## src/rtl/lsse_pkg.sv

```systemverilog
// ----------------------------------------------------------------------------
// LED strip SPI frame encoder - shared definitions
// Sizes, byte codes, action codes and the control bundles that pass between
// the store, the bit shifter and the top level.
// ----------------------------------------------------------------------------
package lsse_pkg;

	localparam int LED_COUNT = 64;
	localparam int IDX_W = (LED_COUNT > 1) ? $clog2(LED_COUNT) : 1;

	localparam logic [IDX_W-1:0] LAST_IDX = IDX_W'(LED_COUNT - 1);
	localparam logic [8:0] LED_LIMIT = 9'(LED_COUNT);

	localparam logic [4:0] TOP_BIT = 5'd23;
	localparam logic [7:0] CODE_ONE = 8'hF0;
	localparam logic [7:0] CODE_ZERO = 8'h80;

	typedef enum logic [2:0] {
		ACT_WRITE   = 3'd0,
		ACT_FILL    = 3'd1,
		ACT_REFRESH = 3'd2,
		ACT_BLANK   = 3'd3,
		ACT_TICK    = 3'd4
	} act_t;

	// Command to the colour store.
	typedef struct packed {
		logic             write;
		logic             fill;
		logic [IDX_W-1:0] addr;
		logic [23:0]      rgb;
	} st_cmd_t;

	// Command to the bit shifter.
	typedef struct packed {
		logic        load;
		logic        shift;
		logic [23:0] grb;
	} shf_cmd_t;

	// Reorders RRGGBB into GGRRBB, the order the strip expects.
	function automatic logic [23:0] to_grb(input logic [23:0] rgb);
		return {rgb[15:8], rgb[23:16], rgb[7:0]};
	endfunction

endpackage

```

## src/rtl/led_strip_spi_frame_encoder.sv

```systemverilog
// ----------------------------------------------------------------------------
// LED strip SPI frame encoder - top level
// Colour store plus a serial frame sender that codes each colour bit as an
// SPI byte for a single-wire LED strip.
// ----------------------------------------------------------------------------
// A tick beat during a frame shows its byte in the output register in the
// cycle after it is accepted; writes and ticks are taken one per cycle
// while the input is not stalled. Starting a frame, and each step to the
// next entry, stalls the input while the store's registered read port
// fetches the entry. A fill stalls the input until all entries are written,
// one per cycle. Reset clears the valid bits at once, so the whole store
// reads black with no clearing pass; the memory array itself is not reset.
// ----------------------------------------------------------------------------
module led_strip_spi_frame_encoder (
	input  logic        clk,
	input  logic        arst_n,
	input  logic        in_valid,
	output logic        in_stall,
	input  logic [2:0]  action,
	input  logic [7:0]  led_index,
	input  logic [23:0] color,
	output logic        out_valid,
	input  logic        out_stall,
	output logic [7:0]  spi_byte,
	output logic        frame_end
);

	// Idle takes commands, load waits for the store read, send shifts bits.
	typedef enum logic [2:0] {
		ST_IDLE = 3'b001,
		ST_LOAD = 3'b010,
		ST_SEND = 3'b100
	} state_t;

	state_t                       st_q;
	state_t                       st_d;
	logic                         blank_q;
	logic [lsse_pkg::IDX_W-1:0]   pos_q;
	logic                         out_valid_q;
	logic [7:0]                   spi_byte_q;
	logic                         frame_end_q;

	logic                         accept;
	logic                         fill_busy;
	logic                         is_tick;
	logic                         produce;
	logic                         in_range;
	logic                         bit_out;
	logic                         last_bit;
	logic [23:0]                  rd_rgb;
	logic [lsse_pkg::IDX_W-1:0]   rd_addr;
	lsse_pkg::st_cmd_t            st_cmd;
	lsse_pkg::shf_cmd_t           shf_cmd;

	// The input is held while the store is busy filling, while an entry is
	// being fetched, and while the output register holds a beat nobody takes.
	assign in_stall = fill_busy | (st_q == ST_LOAD) | (out_valid_q & out_stall);
	assign accept   = in_valid & ~in_stall;
	assign is_tick  = (action == lsse_pkg::ACT_TICK);
	assign in_range = ({1'b0, led_index} < lsse_pkg::LED_LIMIT);

	// Only a tick during a frame gives a result; every other action is
	// dropped while a frame is under way.
	assign produce = accept & (st_q == ST_SEND) & is_tick;

	// The next entry is always fetched ahead of the cycle it is needed: the
	// highest entry while idle, the one below the current during a frame.
	assign rd_addr = (st_q == ST_SEND) ? pos_q - 1'b1 : lsse_pkg::LAST_IDX;

	always_comb begin
		st_cmd       = '0;
		st_cmd.addr  = led_index[lsse_pkg::IDX_W-1:0];
		st_cmd.rgb   = color;
		if (accept && st_q == ST_IDLE) begin
			st_cmd.write = (action == lsse_pkg::ACT_WRITE) & in_range;
			st_cmd.fill  = (action == lsse_pkg::ACT_FILL);
		end
	end

	always_comb begin
		shf_cmd       = '0;
		shf_cmd.load  = (st_q == ST_LOAD);
		shf_cmd.shift = produce;
		shf_cmd.grb   = blank_q ? 24'd0 : lsse_pkg::to_grb(rd_rgb);
	end

	always_comb begin
		st_d = st_q;
		case (st_q)
			ST_IDLE: begin
				if (accept && (action == lsse_pkg::ACT_REFRESH ||
						action == lsse_pkg::ACT_BLANK)) begin
					st_d = ST_LOAD;
				end
			end
			ST_LOAD: begin
				st_d = ST_SEND;
			end
			ST_SEND: begin
				if (produce && last_bit) begin
					st_d = (pos_q == '0) ? ST_IDLE : ST_LOAD;
				end
			end
			default: begin
				st_d = ST_IDLE;
			end
		endcase
	end

	always_ff @(posedge clk or negedge arst_n) begin
		if (!arst_n) begin
			st_q        <= ST_IDLE;
			blank_q     <= 1'b0;
			pos_q       <= '0;
			out_valid_q <= 1'b0;
		end else begin
			st_q        <= st_d;
			out_valid_q <= produce | (out_valid_q & out_stall);
			if (st_q == ST_IDLE && st_d == ST_LOAD) begin
				blank_q <= (action == lsse_pkg::ACT_BLANK);
				pos_q   <= lsse_pkg::LAST_IDX;
			end else if (produce && last_bit && pos_q != '0) begin
				pos_q <= pos_q - 1'b1;
			end
		end
	end

	// Output payload only moves when a new beat is produced.
	always_ff @(posedge clk) begin
		if (produce) begin
			spi_byte_q  <= bit_out ? lsse_pkg::CODE_ONE : lsse_pkg::CODE_ZERO;
			frame_end_q <= last_bit & (pos_q == '0);
		end
	end

	lsse_store u_store (
		.clk       (clk),
		.arst_n    (arst_n),
		.cmd       (st_cmd),
		.rd_addr   (rd_addr),
		.rd_rgb    (rd_rgb),
		.fill_busy (fill_busy)
	);

	lsse_shifter u_shifter (
		.clk      (clk),
		.arst_n   (arst_n),
		.cmd      (shf_cmd),
		.bit_out  (bit_out),
		.last_bit (last_bit)
	);

	assign out_valid = out_valid_q;
	assign spi_byte  = spi_byte_q;
	assign frame_end = frame_end_q;

	// An entry fetch always hands over to sending on the next cycle.
	a_load_to_send: assert property (@(posedge clk) disable iff (!arst_n)
		st_q == ST_LOAD |=> st_q == ST_SEND)
		else $error("entry fetch did not hand over to sending");

	// The fill sweep only runs while no frame is in progress.
	a_fill_idle: assert property (@(posedge clk) disable iff (!arst_n)
		fill_busy |-> st_q == ST_IDLE)
		else $error("fill sweep overlaps a frame");

	// The final bit of the lowest entry ends the frame and flags its beat.
	a_frame_end: assert property (@(posedge clk) disable iff (!arst_n)
		(produce && last_bit && pos_q == '0) |=>
			(out_valid && frame_end && st_q == ST_IDLE))
		else $error("frame end not flagged on the last beat");

endmodule

```

## src/rtl/lsse_store.sv

```systemverilog
// ----------------------------------------------------------------------------
// LED strip SPI frame encoder - colour store
// One-write, one-read memory of colour entries with a registered read port,
// per-entry valid bits so that unwritten entries read as black, and a
// sequential fill sweep that writes one entry per cycle.
// ----------------------------------------------------------------------------
module lsse_store (
	input  logic                         clk,
	input  logic                         arst_n,
	input  lsse_pkg::st_cmd_t            cmd,
	input  logic [lsse_pkg::IDX_W-1:0]   rd_addr,
	output logic [23:0]                  rd_rgb,
	output logic                         fill_busy
);

	logic [23:0]                 mem [lsse_pkg::LED_COUNT];
	logic [lsse_pkg::LED_COUNT-1:0] valid_q;
	logic                        fill_q;
	logic [lsse_pkg::IDX_W-1:0]  fill_cnt_q;
	logic [23:0]                 fill_rgb_q;
	logic [23:0]                 rd_s1;
	logic                        rd_vld_s1;
	logic                        we;
	logic [lsse_pkg::IDX_W-1:0]  waddr;
	logic [23:0]                 wdata;

	assign we    = fill_q | cmd.write;
	assign waddr = fill_q ? fill_cnt_q : cmd.addr;
	assign wdata = fill_q ? fill_rgb_q : cmd.rgb;

	always_ff @(posedge clk) begin
		if (we) begin
			mem[waddr] <= wdata;
		end
		rd_s1 <= mem[rd_addr];
	end

	always_ff @(posedge clk or negedge arst_n) begin
		if (!arst_n) begin
			valid_q    <= '0;
			rd_vld_s1  <= 1'b0;
			fill_q     <= 1'b0;
			fill_cnt_q <= '0;
			fill_rgb_q <= '0;
		end else begin
			rd_vld_s1 <= valid_q[rd_addr];
			if (we) begin
				valid_q[waddr] <= 1'b1;
			end
			if (fill_q) begin
				if (fill_cnt_q == lsse_pkg::LAST_IDX) begin
					fill_q <= 1'b0;
				end
				fill_cnt_q <= fill_cnt_q + 1'b1;
			end else if (cmd.fill) begin
				fill_q     <= 1'b1;
				fill_cnt_q <= '0;
				fill_rgb_q <= cmd.rgb;
			end
		end
	end

	assign rd_rgb    = rd_vld_s1 ? rd_s1 : 24'd0;
	assign fill_busy = fill_q;

endmodule

```

## src/rtl/lsse_shifter.sv

```systemverilog
// ----------------------------------------------------------------------------
// LED strip SPI frame encoder - bit shifter
// Holds the word being sent and moves it out one bit per tick, most
// significant bit first, with a down counter that marks the last bit.
// ----------------------------------------------------------------------------
module lsse_shifter (
	input  logic                clk,
	input  logic                arst_n,
	input  lsse_pkg::shf_cmd_t  cmd,
	output logic                bit_out,
	output logic                last_bit
);

	logic [23:0] grb_q;
	logic [4:0]  cnt_q;

	always_ff @(posedge clk or negedge arst_n) begin
		if (!arst_n) begin
			grb_q <= '0;
			cnt_q <= lsse_pkg::TOP_BIT;
		end else if (cmd.load) begin
			grb_q <= cmd.grb;
			cnt_q <= lsse_pkg::TOP_BIT;
		end else if (cmd.shift) begin
			grb_q <= {grb_q[22:0], 1'b0};
			cnt_q <= (cnt_q == 5'd0) ? lsse_pkg::TOP_BIT : cnt_q - 5'd1;
		end
	end

	assign bit_out  = grb_q[23];
	assign last_bit = (cnt_q == 5'd0);

endmodule

```

## config.mk

```make
export PLATFORM = sky130hd
export DESIGN_NAME = led_strip_spi_frame_encoder
export DESIGN_NICKNAME = d
export VERILOG_FILES = /design/src/rtl/lsse_pkg.sv /design/src/rtl/led_strip_spi_frame_encoder.sv /design/src/rtl/lsse_store.sv /design/src/rtl/lsse_shifter.sv
export SDC_FILE = /design/constraint.sdc
export NUM_CORES = 2
export LEC_CHECK = 0
export BUFFER_PORTS_ARGS = -buffer_cell sky130_fd_sc_hd__buf_4
export CORE_UTILIZATION = 55
export CTS_BUF_LIST = sky130_fd_sc_hd__clkbuf_4 sky130_fd_sc_hd__clkbuf_8 sky130_fd_sc_hd__clkbuf_16
export CTS_CLUSTER_SIZE = 20
export DETAILED_ROUTE_END_ITERATION = 10
export PLACE_DENSITY = 0.78
export SKIP_LAST_GASP = 1
export SLEW_MARGIN = 25
export SYNTH_ARGS = -nofsm -noshare
export SYNTH_HDL_FRONTEND = slang
export SYNTH_SLANG_ARGS = --single-unit
```

## constraint.sdc

```tcl
create_clock -name clk -period 4.65 [get_ports clk]
set_clock_uncertainty 0.2 [all_clocks]
set_input_delay 0.465 -clock clk [delete_from_list [all_inputs] [get_ports clk]]
set_output_delay 0.465 -clock clk [all_outputs]
set_load 0.01 [all_outputs]
```

==> impl_metrics.prom <==
# TYPE chip_impl_metric gauge
chip_impl_info{name="rsz0062_at_grt",value="false"} 1
chip_impl_metric{name="die_w",unit="um"} 348.0
chip_impl_info{name="slowest_stage",value="and4bb_4"} 1
chip_impl_metric{name="layout_cell_share_with_drive_strength_beyond_1",unit="%"} 18.83
chip_impl_metric{name="detailed_routed_wire_length_on_met2",unit="um"} 85590
chip_impl_metric{name="synth_edf_count",unit=""} 1538
chip_impl_info{name="tritoncts",value="built"} 1
chip_impl_metric{name="synth_area_per_cell",unit="sq um"} 15.64
chip_impl_metric{name="core-area",unit="sq um"} 118400
chip_impl_metric{name="wirelength_met1",unit="um"} 64940
chip_impl_metric{name="netlist-cell-type-count",unit=""} 67
chip_impl_metric{name="ant_nets",unit=""} 0
chip_impl_metric{name="cts_made_buffers",unit=""} 157
chip_impl_metric{name="row_count",unit=""} 126
chip_impl_metric{name="antenna_violations_before_repair",unit=""} 6
chip_impl_metric{name="met3WireLength",unit="um"} 27170
chip_impl_info{name="synth_top_area_cell",value="edfxtp_1"} 1
chip_impl_metric{name="yosysSeqAreaShare",unit="%"} 76.04
chip_impl_metric{name="grt_total_usage",unit="%"} 31.13
chip_impl_metric{name="num_vias",unit=""} 42165
chip_impl_metric{name="area_growth_syn_to_layout",unit="%"} 14.01
chip_impl_info{name="worst_setup_path_start_kind",value="flip-flop"} 1
chip_impl_metric{name="peak_supply_drop",unit="mV"} 0.6034
chip_impl_metric{name="die-height",unit="um"} 348.0
chip_impl_metric{name="fin_crit_sh",unit="%"} 92.20
chip_impl_metric{name="synthesis.instances",unit=""} 4210
chip_impl_metric{name="max_clock_freq",unit="MHz"} 233.3
chip_impl_metric{name="final_layout_net_count",unit=""} 4401
chip_impl_metric{name="synth_xor_xnor_area_share",unit="%"} 0.07980
chip_impl_metric{name="synth_seq_cells",unit=""} 1698
chip_impl_metric{name="detailed_place_hpwl",unit="um"} 106500
chip_impl_info{name="status",value="finished, final reports clean"} 1
chip_impl_info{name="min-delay-path-class",value="input port to asynchronous set/reset pin"} 1
chip_impl_metric{name="cts_buffer_depth",unit=""} 3
chip_impl_metric{name="finalCoreUtilization",unit="%"} 63.41
chip_impl_metric{name="finalWorstPathRequiredPeriod",unit="ns"} 4.287
chip_impl_metric{name="synth-async-reset-ratio",unit="%"} 8.009
chip_impl_metric{name="number_of_warnings_printed_during_yosys_synthesis",unit=""} 0
chip_impl_metric{name="synth_area",unit="sq um"} 65850
chip_impl_info{name="path_delay_family",value="simple AND/OR/NAND/NOR gates"} 1
chip_impl_metric{name="standby_leakage_power",unit="nW"} 25.08
chip_impl_metric{name="timing.critical_path.required",unit="ns"} 5.10
chip_impl_metric{name="full_die_area",unit="sq um"} 121100
chip_impl_info{name="timing_worst_setup_path_type",value="flip-flop to flip-flop"} 1
chip_impl_metric{name="max_slew_margin",unit="%"} 18.16
chip_impl_metric{name="numClockSinks",unit=""} 1698
chip_impl_metric{name="drv_slew",unit=""} 0
chip_impl_metric{name="yosys.area_share.adder",unit="%"} 0.07600
chip_impl_metric{name="worstPathBufferInverterCount",unit=""} 2
chip_impl_info{name="netlist_top_cells_area",value="edfxtp_1 (70%), dfrtp_1 (5.0%), nand2_1 (3.0%), o221ai_1 (2.5%), o22ai_1 (2.2%)"} 1
chip_impl_metric{name="post_synth_and_or_nand_nor_area_fraction",unit="%"} 7.855
chip_impl_info{name="highest-signal-layer",value="met5"} 1
chip_impl_metric{name="multi_input_area",unit="sq um"} 14850
chip_impl_metric{name="timing.critical_path.fanout_max",unit=""} 55
chip_impl_metric{name="drt_first_pass_iters",unit=""} 6
chip_impl_metric{name="post_cts.repair.setup_buffers",unit=""} 0
chip_impl_metric{name="drv_cap",unit=""} 0
chip_impl_metric{name="path_clk_slew",unit="ns"} 0.06
chip_impl_metric{name="portbufs",unit=""} 44
chip_impl_metric{name="maximum_number_of_pins_on_one_net_before_global_route_repair",unit=""} 144
chip_impl_metric{name="detail_route.wl_per_cell",unit="um"} 31.10
chip_impl_metric{name="ioPinCount",unit=""} 50
chip_impl_metric{name="largest_stage_delay_on_the_critical_path",unit="ns"} 0.95
chip_impl_metric{name="grt_pass1_vias",unit=""} 41196
chip_impl_metric{name="layout.area.seq",unit="sq um"} 50080
chip_impl_metric{name="post_synthesis_mux_area_share",unit="%"} 4.408
chip_impl_metric{name="synth-compound-area-share",unit="%"} 9.422
chip_impl_metric{name="level_count_of_the_clock_h_tree",unit=""} 4
chip_impl_info{name="critical_path.endpoint_type",value="flip-flop"} 1
chip_impl_info{name="clk_root_buffer_cell",value="clkbuf_16"} 1
chip_impl_info{name="synth_top_family_by_area",value="compound AO/OA/AOI/OAI gates"} 1
chip_impl_metric{name="viasPerCell",unit=""} 6.915
chip_impl_metric{name="pwr_cell_area",unit="nW/um^2"} 500.8
chip_impl_metric{name="detail_route.iter0.violations",unit=""} 7144
chip_impl_metric{name="yosys.area.top_type_share",unit="%"} 70.13
chip_impl_metric{name="final.fill_count",unit=""} 7773
chip_impl_metric{name="gp_congestion",unit=""} 0.9461
chip_impl_metric{name="setup_viol",unit=""} 0
chip_impl_metric{name="drc",unit=""} 0
chip_impl_info{name="postSynth.topFlopCell",value="edfxtp_1"} 1
chip_impl_metric{name="design_area",unit="sq um"} 75080
chip_impl_metric{name="arrival_time_at_the_worst_endpoint",unit="ns"} 4.73
chip_impl_info{name="timing.critical_path.cells",value="and4bb_4, buf_12, mux4_2, and2_1, o41ai_1, buf_4, nand4_1"} 1
chip_impl_metric{name="timing.final.hold_violations",unit=""} 0
chip_impl_metric{name="drt_wirelength",unit="um"} 189700
chip_impl_metric{name="placed_area",unit="sq um"} 69180
chip_impl_metric{name="tightest_slew",unit="ns"} 1.212
chip_impl_metric{name="grt_remaining_overflow",unit=""} 0
chip_impl_metric{name="clk_latency",unit="ns"} 0.77
chip_impl_metric{name="wire_length_of_the_first_global_routing_pass",unit="um"} 273200
chip_impl_metric{name="floorplan.initialDensity",unit="%"} 55.62
-- layer usage --
metal	up-vias	track usage [%]
met1	20954	40.92
met4	6	17.83
met5	-	0
met2	3578	47.11
met3	631	8.490
li1	16996	-
-- per-stage QoR --
stage	worst slack (ns)	std cells	setup TNS [ns]	hold slack, ns	total power [W]
after global routing	0.3235	6093	0	0.08756	0.03836
after global placement	-0.3343	5763	-0.3343	0.2137	0.02388
after CTS	0.2676	6090	0	0.01365	0.03735
after floorplan	0.8408	4213	0	-0.03059	0.02198
final	0.3628	6098	0	0.05816	0.03760
after detailed placement	0.3399	5767	0	0.2226	0.02411
-- cells by family (layout without fill, tap and decap cells) --
logic type | after synthesis | after routing
XOR/XNOR | 6 | 6
buffers and inverters | 322 | 602
AND/OR/NAND/NOR | 1082 | 1082
flip-flops | 1698 | 1698
AO/OA/AOI/OAI | 890 | 890
adder cells (fa/ha/maj) | 4 | 4
multiplexers | 206 | 206
other | 2 | 10
-- placed cells by master (no fill, tap or decap), types with 24 or more instances in the layout --
cell / instances
dlygate4sd3_1: 29
o221ai_1: 186
mux2_2: 47
o21ai_0: 41
nor2_2: 64
nand4_1: 32
nand2_1: 514
a21oi_1: 164
dfxtp_1: 24
mux2i_1: 92
nand3_1: 127
o22ai_1: 232
and2_1: 39
clkbuf_4: 38
buf_4: 243
clkbuf_16: 167
or2_2: 66
o41ai_1: 36
edfxtp_1: 1538
a211oi_1: 156
dfrtp_1: 130
mux4_2: 62
and3_1: 131
nor2_1: 30
-- power breakdown --
| part | internal (W) | switching [W] | total [W] |
|---|---|---|---|
| Combinational | 0.000915 | 0.00363 | 0.00454 |
| Clock | 0.00798 | 0.00551 | 0.0135 |
| Sequential | 0.0192 | 0.000383 | 0.0196 |
| Total | 0.0281 | 0.00952 | 0.0376 |
-- worst reg2reg max path, cell delays in order, from the launching register on --
cell      delay (ns)
dfrtp_1         0.59
and4bb_4        0.95
buf_12          0.38
mux4_2          0.61
and2_1          0.17
o41ai_1         0.88
buf_4           0.29
nand4_1         0.09
-- sequential cells by signal, indices dropped and copies added, names as in the netlist --
| name | flops |
|---|---|
| blank_q | 1 |
| frame_end | 1 |
| out_valid | 1 |
| pos_q | 6 |
| spi_byte | 1 |
| st_q | 3 |
| u_shifter.cnt_q | 5 |
| u_shifter.grb_q | 24 |
| u_store.fill_busy | 1 |
| u_store.fill_cnt_q | 6 |
| u_store.fill_rgb_q | 24 |
| u_store.mem | 1536 |
| u_store.rd_s1 | 24 |
| u_store.rd_vld_s1 | 1 |
| u_store.valid_q | 64 |
-- what timing repair did --
item	CTS	global route
endpoints found under the hold margin	99	0
hold buffers	29	0
gates resized for setup	0	0
-- synth_stat cells, types with 32 or more instances --
cell type and count:
mux2_2 52, o21ai_0 42, clkbuf_1 190, o41ai_1 59
nor2_1 96, o221ai_1 186, and2_1 40, dfrtp_1 131
a211oi_1 156, nand4_1 32, nand2_1 521, mux2i_1 92
o22ai_1 232, edfxtp_1 1538, nand3_1 127, and3_1 131
mux4_2 62, or2_2 66, a21oi_1 164, buf_2 69
-- final timing paths --
kind / start / to / slack, ns / depth (start not counted)
max: pos_q[0] / u_store.rd_s1[12] / 0.36 / 7
min: arst_n / u_store.valid_q[9] / 0.06 / 2
max reg2reg: pos_q[0] / u_store.rd_s1[12] / 0.36 / 7
min reg2reg: u_store.rd_s1[5] / u_shifter.grb_q[5] / 0.24 / 2
max in group asynchronous: arst_n / u_store.fill_rgb_q[2] / 3.14 / 3
min in group clk: action[2] / st_q[1] / 0.06 / 5
-- layout make-up --
type | count | area share (%)
Inverter | 12 | 0.06999
Sequential cell | 1698 | 66.70
Antenna cell | 5 | 0.01666
Multi-Input combinational cell | 2193 | 19.78
Timing Repair Buffer | 296 | 3.425
Tap cell | 1600 | 2.666
Clock buffer | 227 | 6.349
Clock inverter | 67 | 0.9932
No activity file was read; power rests on OpenSTA's default activity.
